$ cat config.mk
export PLATFORM = sky130hd
export DESIGN_NAME = npv_dist
export DESIGN_NICKNAME = d
export VERILOG_FILES = /design/src/design/nearest_point_velocity_lookup_macros.svh /design/src/design/npv_pkg.sv /design/src/design/npv_dist.sv
export SDC_FILE = /design/constraint.sdc
export NUM_CORES = 2
export LEC_CHECK = 0
export BUFFER_PORTS_ARGS = -buffer_cell sky130_fd_sc_hd__buf_4
export CAP_MARGIN = 20
export CORE_MARGIN = 4
export CORE_UTILIZATION = 32
export DETAILED_ROUTE_END_ITERATION = 8
export PLACE_DENSITY_LB_ADDON = 0.12
export SYNTH_ARGS = -nofsm -noshare
export SYNTH_HDL_FRONTEND = slang
export SYNTH_SLANG_ARGS = --single-unit
export TNS_END_PERCENT = 50
$ cat constraint.sdc
create_clock -name clk -period 8.5 [get_ports clk]
set_input_delay 0.425 -clock clk [delete_from_list [all_inputs] [get_ports clk]]
set_output_delay 0.425 -clock clk [all_outputs]
set_load 0.02 [all_outputs]
$ cat src/design/nearest_point_velocity_lookup_macros.svh
// Assertion macros for the nearest-point velocity lookup.
// Used by the top level; expects clk and rst in the enclosing scope.
`ifndef NEAREST_POINT_VELOCITY_LOOKUP_MACROS_SVH
`define NEAREST_POINT_VELOCITY_LOOKUP_MACROS_SVH

// Same-cycle implication, checked outside reset.
`define NPV_ASSERT_IMP(lbl, ante, cons) \
  lbl: assert property (@(posedge clk) disable iff (rst) (ante) |-> (cons)) \
    else $error("npv assertion failed");

// Next-cycle implication, checked outside reset.
`define NPV_ASSERT_NXT(lbl, ante, cons) \
  lbl: assert property (@(posedge clk) disable iff (rst) (ante) |=> (cons)) \
    else $error("npv assertion failed");

`endif

$ cat src/design/npv_pkg.sv
`timescale 1ns / 1ps
// Shared constants and types for the nearest-point velocity lookup.
// No dependencies.
package npv_pkg;

  localparam int NPV_MAX_POINTS = 1024;
  localparam int NPV_IDX_W      = 10;
  localparam int NPV_CNT_W      = 11;
  localparam int NPV_WORD_W     = 32;
  localparam int NPV_SUM_W      = 65;
  localparam int NPV_RAD_W      = 66;
  localparam int NPV_ROOT_W     = 33;
  localparam int NPV_DIST_W     = 34;

  localparam logic KIND_LOAD  = 1'b0;
  localparam logic KIND_QUERY = 1'b1;

  typedef enum logic [2:0] {
    S_IDLE,
    S_SCAN,
    S_DRAIN,
    S_SQRT,
    S_VEL,
    S_LOAD,
    S_EMPTY
  } npv_state_t;

endpackage

$ cat src/design/npv_dist.sv
`timescale 1ns / 1ps
// Squared planar distance pipeline: absolute difference, squares, sum.
// Depends on npv_pkg.
module npv_dist import npv_pkg::*; #(
  parameter int AW = $clog2(NPV_MAX_POINTS)
) (
  input  logic                         clk,
  input  logic                         rst,
  input  logic                         in_vld,
  input  logic [AW-1:0]                in_idx,
  input  logic signed [NPV_WORD_W-1:0] qx,
  input  logic signed [NPV_WORD_W-1:0] qz,
  input  logic signed [NPV_WORD_W-1:0] px,
  input  logic signed [NPV_WORD_W-1:0] pz,
  output logic                         out_vld,
  output logic [AW-1:0]                out_idx,
  output logic [NPV_SUM_W-1:0]         sum,
  output logic                         busy
);

  logic                        v1, v2;
  logic [AW-1:0]               idx1, idx2;
  logic [NPV_WORD_W-1:0]       ax, az;
  logic [2*NPV_WORD_W-1:0]     sx, sz;
  logic signed [NPV_WORD_W:0]  dx, dz;

  // A difference of two 32-bit signed values fits in 33 bits; its magnitude in 32.
  always_comb begin
    dx = {qx[NPV_WORD_W-1], qx} - {px[NPV_WORD_W-1], px};
    dz = {qz[NPV_WORD_W-1], qz} - {pz[NPV_WORD_W-1], pz};
  end

  always_ff @(posedge clk) begin
    if (rst) begin
      v1      <= 1'b0;
      v2      <= 1'b0;
      out_vld <= 1'b0;
    end else begin
      v1      <= in_vld;
      v2      <= v1;
      out_vld <= v2;
    end
  end

  always_ff @(posedge clk) begin
    idx1    <= in_idx;
    ax      <= dx[NPV_WORD_W] ? NPV_WORD_W'(-dx) : NPV_WORD_W'(dx);
    az      <= dz[NPV_WORD_W] ? NPV_WORD_W'(-dz) : NPV_WORD_W'(dz);
    idx2    <= idx1;
    sx      <= ax * ax;
    sz      <= az * az;
    out_idx <= idx2;
    sum     <= {1'b0, sx} + {1'b0, sz};
  end

  assign busy = v1 | v2 | out_vld;

endmodule

After elaboration in Yosys (flattened, before gate mapping)
Cells that the tools add are included.
Cells by class
  add/subtract/negate cells: 5
  multiply operators: 2
  muxes and demuxes: 2
  bitwise operators: 2
Operators with widths (number)
  multiplier 32 x 32 -> 64 bit: 2
  subtractor 32 x 32 -> 33 bit: 2
  adder 64 x 64 -> 65 bit: 1
  2-to-1 mux 32 bit: 2
  negator 32 bit: 2
  OR 1 bit: 2
Storage, ports and cells
  register bits: 290
  input bits: 141
  output and inout port bits: 77
  word-level logic and storage cells: 22

Depth between registers and ports, before layout
  depth after elaboration: 3
  mapped depth: 31
  gate-level depth less buffers: 29

Worst setup path after synthesis
No wires, ideal clock.
  path type: register -> register
  start: register az[5]
  end: register sz[61]
  setup time: 0.123 ns
  data arrival time: 7.576 ns
  data required time: 8.377 ns
  path slack: 0.802 ns
  cell stages (with the launch flop): 28
  buffers on the path: 3
  clock period less this slack: 7.698 ns
  path through: dfxtp_1 clkbuf_1 clkbuf_1 nand2_1 fa_1 inv_1 fa_1 fa_1 inv_1 fa_1 inv_1 fa_1 inv_1 fa_1 inv_1 fa_1 fa_1 ha_1 clkbuf_1 a21oi_1 o211ai_1 a2bb2oi_1 a31oi_1 o31ai_1 a31oi_1 o21ai_0 a211oi_1 xnor2_1
On the way
  word-level cells in the longest chain between the ends: 1
RTL lines
  from (decl): line npv_dist.sv:23  | logic [NPV_WORD_W-1:0] ax, az;
  from (signal assigned): line npv_dist.sv:48  | az <= dz[NPV_WORD_W] ? NPV_WORD_W'(-dz) : NPV_WORD_W'(dz);
  multiplier 32 x 32 -> 64 bit: line npv_dist.sv:51  | sz <= az * az;
  to (signal assigned): line npv_dist.sv:51
  to (decl): line npv_dist.sv:24  | logic [2*NPV_WORD_W-1:0] sx, sz;
No other way between the ends.
A chain may end at the register's enable or synchronous reset.

Final worst setup path
  start: register az[28]
  end: register sz[58]
The elaborated chain is that of the path after synthesis.

==> metrics <==
delay-heaviest family, CP=adder cells; highest cell delay on the worst timing path=0.77 ns; Hold Crit Class=primary input to flop; core area=228000 um^2; number of synthesized flops with an enable pin=0; Worst-path clk slew=0.06 ns; Worst Tran Pin Value=1.19 ns; syn nets=10400; Period minus WS final=8.19 ns; global-route wire length before repair=345 mm; RSZ-0062 raised after global routing=yes; Most used DFF post-synth=dfxtp_1; final core occ=35.9%; nets=10700; element type at the critical path start=flop; total grt overflow=0; Crit Path Class=flop to flop; Post-Synthesis Cells=7976; synthesized area per cell=9.20 um^2; Buf+Inv Stages, Crit Path=7; Tcrit/Tclk final=96.3%; status=completed; I/O Pins=218; Final Hold Viols=0; Seq/Total Area, Yosys=7.85%; largest net degree at the start of global routing=38; die area=237000 um^2; die width=487 um; Worst Path Max Fanout=10; CTS tree=built; drt first-iter violations=2897; clock sinks=288; Relative slew margins=20.5%; Final GP Congestion=0.870; Antenna Nets Post-Route=0; Layout Skew=0.0399 ns; initial core utilization=32.2%; CP max stage cell=dfxtp_1; clock root cell=clkbuf_16; initial antenna violation count=17; final wirelength=220 mm; TritonRoute pass-1 iters=5; count of cell types in the netlist=93; setup violators final=0; CP endpoint kind=flop; Chip Height=487 um; most used cell, CP=fa_1; Post-Syn Area=73400 um^2; Slew Limit Fails=0; Area growth, synth to finish=11.5%; row cnt=175; required time worst endpoint=9.04 ns; share of layout cells above drive strength 1=8.49%; Skew-Pair Late Insertion Delay=0.64 ns; DRC Markers=0; yosys warns=0; DP Wirelength=190 mm; CTS H-tree lvls=2; Num CTS Buffers=40; Total GRT Usage=19.0%; Fmax=122 MHz; clock buffer depth=3; Vias/cell=4.71; register bit count reported by yosys=288; asr flop ratio synth=0%; number of global-route vias before repair=58900; crit path DAT=8.73 ns; DR vias=53100; WL/cell=19.5 um; port bufs=217; maxcap violations=0
==> cells in the mapped netlist, types with 61 or more instances <==
| library cell | n | share of area [%] |
|---|---|---|
| inv_1 | 2072 | 11 |
| fa_1 | 1588 | 43 |
| ha_1 | 722 | 12 |
| nand2_1 | 630 | 3.2 |
| and2_1 | 461 | 3.9 |
| a21oi_1 | 294 | 2.0 |
| dfxtp_1 | 288 | 7.9 |
| clkbuf_1 | 287 | 1.5 |
| nor2_1 | 237 | 1.2 |
| xnor2_1 | 228 | 2.7 |
| o21ai_0 | 148 | 1.0 |
| a21o_1 | 147 | 1.5 |
| xor2_1 | 132 | 1.6 |
| nand3_1 | 61 | 0.42 |
==> registers in the layout, summed over array words and instances (netlist names) <==
name,count
ax,32
az,32
idx1,10
idx2,10
out_idx,10
out_vld,1
sum,65
sx,63
sz,63
v1,1
v2,1
==> cells in the final DEF, fill, tap and decap left out, types with 23 or more instances in the layout <==
cell type	instances
dfxtp_1	263
inv_1	2072
xor2_1	132
nor2_1	236
o21bai_1	52
a211oi_1	35
xnor2_1	228
a31o_2	29
ha_1	719
nand3_1	61
o21ai_0	147
a31oi_1	37
a21o_1	147
nor2b_1	40
dfxtp_2	23
a21oi_1	292
fa_1	1588
nor3_1	46
nand2_1	630
nand4_1	55
buf_4	478
clkbuf_16	43
o21a_1	28
and2_1	461
and3_1	30
==> per-stage QoR <==
stage	cell area, um^2	worst slack (ns)	instances	TNS, ns	hold WS (ns)
finish	81800	0.311	11300	0	0.260
floorplan	73400	0.802	7976	0	0.310
detailed placement	80100	-0.0214	11200	-0.0214	0.312
global placement	80100	-0.0311	11200	-0.0311	0.310
CTS	81700	0.0131	11300	0	0.200
global route	81800	-0.00531	11300	-0.00531	0.275
==> worst reg2reg max path, cell delays in order (launching register included) <==
cell     delay (ns)
dfxtp_1        0.77
buf_4          0.32
nand2_1        0.09
fa_1           0.54
fa_1           0.58
inv_1          0.06
fa_1           0.55
inv_1          0.06
fa_1           0.50
inv_1          0.06
fa_1           0.56
fa_1           0.45
fa_1           0.49
inv_1          0.05
fa_1           0.49
inv_1          0.04
ha_1           0.22
a21o_1         0.21
a21o_1         0.18
a21oi_1        0.29
o21ai_0        0.17
a31o_2         0.28
a31o_2         0.22
o21ba_2        0.30
o31ai_1        0.08
buf_4          0.15
a41oi_1        0.23
xnor2_1        0.17
==> final cells by class <==
type                    count  area [um^2]
multi-input cells        5313        58800
inverters                2076         7800
fillers                 23500       146000
diodes                      6         15.0
clock inverters            22          265
flip-flops and latches    288         5800
repair buffers            521         4240
clock buffers              52         1170
well taps                3009         3760
==> final timing paths <==
| path | from | to | slack, ns | depth (start not counted) |
|---|---|---|---|---|
| worst max-delay path | az[28] | sz[58] | 0.31 | 27 |
| worst min-delay path | px[0] | ax[0] | 0.26 | 3 |
| worst max register to register | az[28] | sz[58] | 0.31 | 27 |
| worst min register to register | idx2[5] | out_idx[5] | 0.32 | 0 |
==> repair_timing <==
action,4_1_cts,5_1_grt
hold buffers,12,0
hold endpoints to repair,13,0
gates resized for setup,4,42
cloned,0,1
setup buffers,0,1
setup endpoints to repair,5,22
==> routing by layer <==
metal,share of wire (%),GRT usage (%),wire length (um),vias up
li1,-,-,-,24700
met1,43,24.9,95500,27200
met2,48,32.0,106000,1000
met3,4.5,2.55,9850,226
met4,4.2,6.71,9230,12
met5,0.030,0,66,-
==> cells by family after synthesis <==
kind of cell,count (synthesis),synth area share (%)
DFF,288,7.85
adders and majority gates,2310,55.6
and+or+nand+nor,1677,11.4
muxes,9,0.128
AOI/OAI and AO/OA,957,8.55
buffers and inverters,2375,12.2
xor gates and xnor gates,360,4.29
Power is not shown: default switching activity piles up to over one toggle a cycle in this logic, so the estimate is an artifact.
