File: src/design/nearest_point_velocity_lookup_macros.svh
// Assertion macros for the nearest-point velocity lookup.
// Used by the top level; expects clk and rst in the enclosing scope.
`ifndef NEAREST_POINT_VELOCITY_LOOKUP_MACROS_SVH
`define NEAREST_POINT_VELOCITY_LOOKUP_MACROS_SVH

// Same-cycle implication, checked outside reset.
`define NPV_ASSERT_IMP(lbl, ante, cons) \
  lbl: assert property (@(posedge clk) disable iff (rst) (ante) |-> (cons)) \
    else $error("npv assertion failed");

// Next-cycle implication, checked outside reset.
`define NPV_ASSERT_NXT(lbl, ante, cons) \
  lbl: assert property (@(posedge clk) disable iff (rst) (ante) |=> (cons)) \
    else $error("npv assertion failed");

`endif

File: src/design/npv_pkg.sv
`timescale 1ns / 1ps
// Shared constants and types for the nearest-point velocity lookup.
// No dependencies.
package npv_pkg;

  localparam int NPV_MAX_POINTS = 1024;
  localparam int NPV_IDX_W      = 10;
  localparam int NPV_CNT_W      = 11;
  localparam int NPV_WORD_W     = 32;
  localparam int NPV_SUM_W      = 65;
  localparam int NPV_RAD_W      = 66;
  localparam int NPV_ROOT_W     = 33;
  localparam int NPV_DIST_W     = 34;

  localparam logic KIND_LOAD  = 1'b0;
  localparam logic KIND_QUERY = 1'b1;

  typedef enum logic [2:0] {
    S_IDLE,
    S_SCAN,
    S_DRAIN,
    S_SQRT,
    S_VEL,
    S_LOAD,
    S_EMPTY
  } npv_state_t;

endpackage

File: src/design/npv_sqrt.sv
`timescale 1ns / 1ps
// Iterative integer square root, one root bit per cycle, floor result.
// Depends on npv_pkg.
module npv_sqrt import npv_pkg::*; (
  input  logic                  clk,
  input  logic                  rst,
  input  logic                  start,
  input  logic [NPV_RAD_W-1:0]  radicand,
  output logic                  done,
  output logic [NPV_ROOT_W-1:0] root
);

  logic                   busy;
  logic [5:0]             steps;
  logic [NPV_RAD_W-1:0]   rad;
  logic [NPV_ROOT_W+1:0]  rem;
  logic [NPV_ROOT_W+3:0]  rem_w, trial;
  logic                   ge;

  always_comb begin
    rem_w = {rem, rad[NPV_RAD_W-1 -: 2]};
    trial = {2'b00, root, 2'b01};
    ge    = rem_w >= trial;
  end

  always_ff @(posedge clk) begin
    if (rst) begin
      busy <= 1'b0;
      done <= 1'b0;
    end else begin
      done <= 1'b0;
      if (start) begin
        busy <= 1'b1;
      end else if (busy && steps == 6'd1) begin
        busy <= 1'b0;
        done <= 1'b1;
      end
    end
  end

  always_ff @(posedge clk) begin
    if (start) begin
      steps <= 6'(NPV_ROOT_W);
      rad   <= radicand;
      rem   <= '0;
      root  <= '0;
    end else if (busy) begin
      steps <= steps - 6'd1;
      rad   <= {rad[NPV_RAD_W-3:0], 2'b00};
      rem   <= ge ? (NPV_ROOT_W+2)'(rem_w - trial) : (NPV_ROOT_W+2)'(rem_w);
      root  <= {root[NPV_ROOT_W-2:0], ge};
    end
  end

endmodule

File: config.mk
export PLATFORM = sky130hd
export DESIGN_NAME = npv_sqrt
export DESIGN_NICKNAME = d
export VERILOG_FILES = /design/src/design/nearest_point_velocity_lookup_macros.svh /design/src/design/npv_pkg.sv /design/src/design/npv_sqrt.sv
export SDC_FILE = /design/constraint.sdc
export NUM_CORES = 1
export LEC_CHECK = 0
export ABC_CLOCK_PERIOD_IN_PS = 4500
export BUFFER_PORTS_ARGS = -buffer_cell sky130_fd_sc_hd__buf_2
export CORE_AREA = 5 5 134 136
export CTS_CLUSTER_DIAMETER = 40
export DETAILED_ROUTE_END_ITERATION = 10
export DIE_AREA = 0 0 139 141
export GPL_TIMING_DRIVEN = 0
export PLACE_DENSITY = 0.69
export SLEW_MARGIN = 20
export SYNTH_ARGS = -nofsm -noshare
export SYNTH_HDL_FRONTEND = slang
export SYNTH_SLANG_ARGS = --single-unit
File: constraint.sdc
create_clock -name clk -period 4.5 [get_ports clk]
set_clock_uncertainty 0.05 [all_clocks]
set_input_delay 0.45 -clock clk [delete_from_list [all_inputs] [get_ports clk]]
set_output_delay 0.45 -clock clk [all_outputs]
set_load 0.01 [all_outputs]
== Word-level counts from Yosys, hierarchy flattened ==
Cells that the tools add are included.
Operators by class
  add/subtract/negate cells: 2
  $lt $le $gt $ge: 1
  eq/ne operators: 1
  multiplexer cells: 6
  reductions and logical operators: 4
Operators by type and width (number)
  2-to-1 mux 66 bit: 2
  greater-or-equal comparator 37 x 35 -> 1 bit: 1
  2-to-1 mux 35 bit: 1
  subtractor 35 bit: 1
  equality test 6 x 1 -> 1 bit (second input constant): 1
  subtractor 6 x 1 -> 6 bit (second input constant): 1
  nonzero test 2 bit: 2
  2-to-1 mux 1 bit: 3
  OR reduction 2 bit: 1
  logical AND 1 bit: 1
Word-level totals
  register bits after elaboration: 142
  input port bits: 69
  output and inout bits: 34
  logic and storage cells: 20

== Depth between registers and ports, before layout ==
Gate-level depths: netlist of the first run.
  depth in word-level cells: 4
  depth in mapped cells: 13
  depth with buffers taken out: 10

== Worst setup path after synthesis of the first run ==
OpenSTA, ideal clock, no wires.
  path type: reg2reg
  start: register root[9]
  end: register rem[32]
  setup time: 0.126 ns
  arrival: 2.798 ns
  required time: 4.324 ns
  path slack: 1.525 ns
  stages on the path, launching flop included: 12
  buffers on the path: 1
  clock period less this slack: 2.975 ns
  path through: dfxtp_1 -> inv_1 -> ha_1 -> buf_2 -> nand4_1 -> or3_1 -> a211oi_2 -> nor4_4 -> o31ai_4 -> mux2_4 -> a2111oi_4 -> o221ai_2
On the way
  longest elaborated chain between the ends: 2
  elaborated cells on any way between the ends: 3
  classes of those cells: add/sub (1); order compare (1); mux (1)
Ends and longest elaborated chain
  start: declaration: RTL line npv_sqrt.sv:10  | output logic [NPV_ROOT_W-1:0] root
  start signal: assignment: RTL line npv_sqrt.sv:51  | root <= {root[NPV_ROOT_W-2:0], ge};
  subtractor 35 bit / greater-or-equal comparator 37 x 35 -> 1 bit (equally long branches): RTL line npv_sqrt.sv:50, npv_sqrt.sv:23
  2-to-1 mux 35 bit *: RTL line npv_sqrt.sv:50  | rem <= ge ? (NPV_ROOT_W+2)'(rem_w - trial) : (NPV_ROOT_W+2)'(rem_w);
  end signal: assignment: RTL line npv_sqrt.sv:50
  end: declaration: RTL line npv_sqrt.sv:16  | logic [NPV_ROOT_W+1:0] rem;
Every way passes the cells marked *; elsewhere a longest branch is shown, timed or not.
A chain may end at the register's enable or synchronous reset.

== Worst setup path in the final report of the first run ==
  start: register root[8]
  end: register rem[32]
The elaborated chain is that of the path after synthesis.

==> impl_metrics.toml, run 1 <==
[clock_tree]
cts_buffer_depth = 2
h-tree-depth = 4
cts.hold.buffers_added = 0
cts_buffers = 17
cts.sinks = 142
tritoncts = "done"
postCtsResizedCells = 0
clkTransAtPathRegs_ns = 0.07
cts_root_buffer = "clkbuf_16"
cts_setup_buffers = 0
clock_latency_ns = 0.43

[logic_synthesis]
yosys.area_share.simple_pct = 12.2
synth_async_sr_flop_share_pct = 0
seq_area_frac_synth_pct = 43.1
ys.flop_type = "dfxtp_1"
synthMuxAreaShare_pct = 15.2
netlist-cell-type-count = 78
synth_common_cells = "nor2_1 (85), dfxtp_1 (76), edfxtp_1 (66)"
ys_seq_elements = 142
synth_xor_xnor_area_share_pct = 3.56
syn_avg_cell_area_um2 = 10.3
synth_edf_count = 66
synth_top_area_share_pct = 24.4
synth_compound_gate_area_share_pct = 14.9
yosys.cell_count.top_type = "nor2_1"
synth_top_family_by_area = "multiplexers"
synthCells = 790
synth_top_area_cell = "edfxtp_1"
synth_area_um2 = 8120
synth_nets = 896
synth_area_leaders = "edfxtp_1 (24%), dfxtp_1 (19%), mux2_2 (8.9%)"
synth_fa_ha_area_share_pct = 5.70
synth_warnings = 0

[power_and_ir_drop]
power_density_nw_per_um2 = 814
p_leak_uw = 0.00394
peakVddDrop_uv = 600

[setup_path]
critPathMaxStageDelay_ns = 0.44
crit_path_cell_trace = "inv_1, ha_1, buf_2, nand4_1, or3_1, a211oi_2, nor4_4, o31ai_4, mux2_4, a2111oi_4, o221ai_2"
cp-end-kind = "register"
worstPathRequired_ns = 4.76
crit_start = "root[8]"
crit_slowest_cell = "or3_1"
r2r-end = "rem[32]"
critPathLaunchType = "register"
reg2reg_from = "root[8]"
path_delay_family = "compound AO/OA/AOI/OAI gates"
arrival_ns = 3.55
worst-path-stages = 11
worst-path-buf-inv = 2
r2r_cells = 11
worstSetupPathType = "reg2reg"
worstPathMaxFanout = 8
crit_end = "rem[32]"
reg2reg_slack_ns = 1.20

[layout]
stdcell_count = 1151
drive_above_1_share_pct = 27.5
area_delta_synth_final_pct = 17.6
nNetsFinal = 1018

[sta]
fmax_mhz = 303
hold_viol = 0
finalSetupViolations = 0
fin_crit_ns = 3.30
rsz0062_at_grt = "false"
slew_headroom_pct = 36.4
worst_pin_slew_ns = 0.954
fin_tns_setup_ns = 0
slew_violations = 0
fin_crit_sh_pct = 73.3

[die]
dieArea_um2 = 19600
io_pins = 103
fp.coreArea_um2 = 16800
rows = 48
start_util_pct = 48.3
die_w_um = 139
die_y_um = 141

[global_route]
grt_usage_pct = 19.4
gr-total-overflow = 0
grt_max_degree = 58
first_global_vias = 6167
grt_first_pass_wirelength_um = 30900
antenna_found_initial = 1

[detailed_routing]
firstDrtPassIters = 5
num_vias = 6298
vias_per_cell = 5.47
avgRoutedWirePerCell_um = 16.7
postRouteAntennaNets = 0
drt_iter0_drc = 328
drt-total-wl_um = 19200
drc = 0

[placement]
routabilityCongestion = 0.937
hpwl_um = 14100
dp_cells = 1118
port_buffers = 102

[outcome]
outcome = "complete, no violations"

[hold_path]
hold_class = "in2reg"

[run]
max_cap_violations = 0
==> worst min-delay path by stage <==
| stage | cells past startpoint | to | start |
|---|---|---|---|
| after floorplan | 2 | rem[26] | rem[26] |
| after global placement | 2 | rem[28] | rem[28] |
| after detailed placement | 2 | rem[28] | rem[28] |
| after CTS | 2 | busy | rst |
| after global routing | 2 | busy | rst |
| final | 2 | busy | rst |
==> routing by layer <==
layer	part of all wire [%]	up-vias	global-route usage [%]
met2	44	185	30.8
met4	1.8	2	6.28
li1	-	3100	-
met5	0.036	-	0
met3	8.6	26	7.60
met1	45	2985	24.4
==> worst reg2reg max path, delay by kind of cell, from the launching register on <==
family / cells / cell delay, ns
mux: 1 / 0.35
simple gates: 3 / 0.71
buf+inv: 2 / 0.23
compound gates: 4 / 1.21
fa+ha+maj: 1 / 0.26
flops: 1 / 0.37
==> layout by cell type, fill, tap and decap left out, drive strengths merged, types with 7 or more instances in the layout <==
cell type and instances:
nand2 65, dfxtp 76, a21oi 38, clkbuf 33, xor2 11, edfxtp 66
ha 37, nor4 7, o21ai 38, nor2 85, a311oi 10, buf 128
inv 59, mux2 66, o21a 11, mux2i 49, nand3 12, xnor2 22
o211ai 7, nor3 14, or3 7
==> report_power, final <==
part           internal [uW]  switching [uW]
Combinational           2000            2630
Clock                    836             608
Sequential              1570             130
==> final cells by class <==
type / count / area, um^2
fill: 1517 / 7270
multi-input combinational: 556 / 4200
sequential: 142 / 3500
timing repair buffer: 103 / 538
clock buffer: 17 / 425
tap: 225 / 282
buffer: 41 / 234
inverter: 51 / 194
clock inverter: 15 / 176
antenna: 1 / 2.50
==> metrics by stage <==
| step | instance area (um^2) | util (%) | hold slack, ns | power (uW) | setup WS, ns |
|---|---|---|---|---|---|
| global route | 9550 | 56.8 | 0.150 | 8240 | 1.03 |
| finish | 9550 | 56.8 | 0.151 | 7780 | 1.20 |
| detailed placement | 8950 | 53.2 | 0.415 | 6270 | 1.21 |
| global placement | 8920 | 53.0 | 0.410 | 6260 | 1.05 |
| CTS | 9550 | 56.8 | 0.146 | 7770 | 1.18 |
| floorplan | 8120 | - | 0.394 | 5360 | 1.53 |
==> flip-flops by register name, indices dropped and copies added (netlist names) <==
register	flops
busy	1
steps	6
rem	35
rad	66
root	33
done	1
==> cells by family after synthesis <==
logic type,count (synthesis)
simple gates,213
buf+inv,92
flops,142
fa+ha+maj,37
mux,115
xor+xnor,33
compound gates,158
Power figures use the tool's default switching activity.
==> run 2: changes to the inputs <==
Settings changed: ABC_CLOCK_PERIOD_IN_PS 4500 to 3000, PLACE_DENSITY 0.69 to 0.72.
Clock period 4.5 ns to 3 ns, I/O delays scaled along.
==> impl_metrics.toml, run 2 (same netlist as run 1, synthesis figures left out) <==
[layout]
drive_above_1_share_pct = 30.2
largest_reg_flops = 66
top_register = "rad"
area_delta_synth_final_pct = 18.9
top_regs = "rad x66, rem x35, root x33"
final_area_um2 = 9660
final_common_cell = "buf_2"
layout_common_cells = "buf_2 (104), nor2_1 (84), dfxtp_1 (66), edfxtp_1 (66)"
fill_cells = 1471
nNetsFinal = 1023

[sta]
fin_crit_ns = 2.91
fin_tns_setup_ns = 0
fmax_mhz = 343
fin_crit_sh_pct = 97.0
finalSetupViolations = 0
slew_violations = 0
hold_viol = 0
worst_pin_slew_ns = 0.933
slew_headroom_pct = 37.8

[setup_path]
worstSetupPathType = "reg2reg"
r2r_cells = 12
cp-end-kind = "register"
reg2reg_slack_ns = 0.09
worstPathMaxFanout = 10
r2r-end = "rem[11]"
critPathLaunchType = "register"
arrival_ns = 3.15
reg2reg_from = "root[2]"
worstPathRequired_ns = 3.24

[clock_tree]
cts_root_buffer = "clkbuf_16"
cts_buffers = 17
h-tree-depth = 4
clock_latency_ns = 0.42
cts_buffer_depth = 2
tritoncts = "done"
cts.sinks = 142
clkTransAtPathRegs_ns = 0.07

[detailed_routing]
drc = 0
num_vias = 6348
postRouteAntennaNets = 0
firstDrtPassIters = 6
drt-total-wl_um = 19500
drt_iter0_drc = 312
vias_per_cell = 5.49
avgRoutedWirePerCell_um = 16.9

[global_route]
top_usage_layer = "met2"
gr-usage-met2_pct = 32.0
grt_util_met3_pct = 7.26
first_global_vias = 6284
grt_first_pass_wirelength_um = 31900
grt_usage_pct = 20.0
grt_max_degree = 61
gr-total-overflow = 0
antenna_found_initial = 2
met1_usage_pct = 25.4

[power_and_ir_drop]
peakVddDrop_uv = 739
p_leak_uw = 0.00397
power_density_nw_per_um2 = 1230

[placement]
hpwl_um = 14200
routabilityCongestion = 0.947
placed_area_um2 = 8950
port_buffers = 102

[die]
die_y_um = 141
io_pins = 103
fp.coreArea_um2 = 16800
start_util_pct = 48.3
rows = 48
dieArea_um2 = 19600
die_w_um = 139

[run]
max_cap_violations = 0

[hold_path]
hp-start = "start"
hold_end = "steps[0]"
holdPathStages = 3
hold_class = "in2reg"

[outcome]
outcome = "complete, no violations"
[run 2: how the worst max path moves through the flow]
| stage | from | endpoint | cells past startpoint |
|---|---|---|---|
| after floorplan | root[9] | rem[32] | 11 |
| after global placement | start | rad[9] | 4 |
| after detailed placement | root[9] | rem[32] | 11 |
| after CTS | root[20] | rem[14] | 12 |
| after global routing | root[2] | rem[11] | 12 |
| final | root[2] | rem[11] | 12 |
[run 2: critical path, cell delays in order, from the launching register on]
cell       delay (ns)
dfxtp_1          0.38
inv_1            0.07
ha_2             0.23
or3_1            0.41
o22ai_2          0.27
o2bb2ai_4        0.13
nor4_4           0.31
nor3_2           0.09
o21a_1           0.20
buf_6            0.15
buf_6            0.17
mux2i_2          0.22
o21ai_1          0.08
[run 2: metal layers]
layer  vias to the layer above  share of wire (%)
met5                         -              0.036
met4                         2                1.7
met3                        25                9.6
met2                       218                 46
met1                      3000                 43
li1                       3103                  -
[run 2: timing repair]
action / in CTS / in global routing
hold buffers: 1 / 0
gates resized for setup: 16 / 20
setup buffers: 3 / 2
hold endpoints to repair: 1 / 0
pin swaps: 5 / 5
endpoints found under the setup margin: 2 / 32
[run 2: area by class of cell]
cell class | count | area, um^2 | share of cell area [%]
Multi-Input combinational cell | 556 | 4300 | 44.5
Sequential cell | 142 | 3520 | 36.4
Timing Repair Buffer | 109 | 586 | 6.06
Clock buffer | 17 | 425 | 4.40
Tap cell | 225 | 282 | 2.91
Buffer | 40 | 249 | 2.58
Inverter | 51 | 194 | 2.01
Clock inverter | 15 | 109 | 1.13
Antenna cell | 2 | 5.00 | 0.0518
[run 2: per-stage QoR]
step | power (uW) | cells | util (%) | setup WS (ns) | hold slack [ns]
after global routing | 12700 | 1156 | 57.4 | -0.0138 | 0.0877
after detailed placement | 9400 | 1118 | 53.2 | -0.309 | 0.417
final | 11900 | 1157 | 57.5 | 0.0887 | 0.0988
after global placement | 9350 | 1117 | 53.0 | -0.298 | 0.410
after CTS | 11600 | 1154 | 56.9 | 0.0217 | 0.0860
after floorplan | 8040 | 790 | - | 0.0254 | 0.322
[run 2: power by group]
| group | leakage, uW | internal [uW] | switching [uW] |
|---|---|---|---|
| Clock | 0.000258 | 1060 | 880 |
| Combinational | 0.00243 | 3290 | 4130 |
| Sequential | 0.00129 | 2350 | 198 |
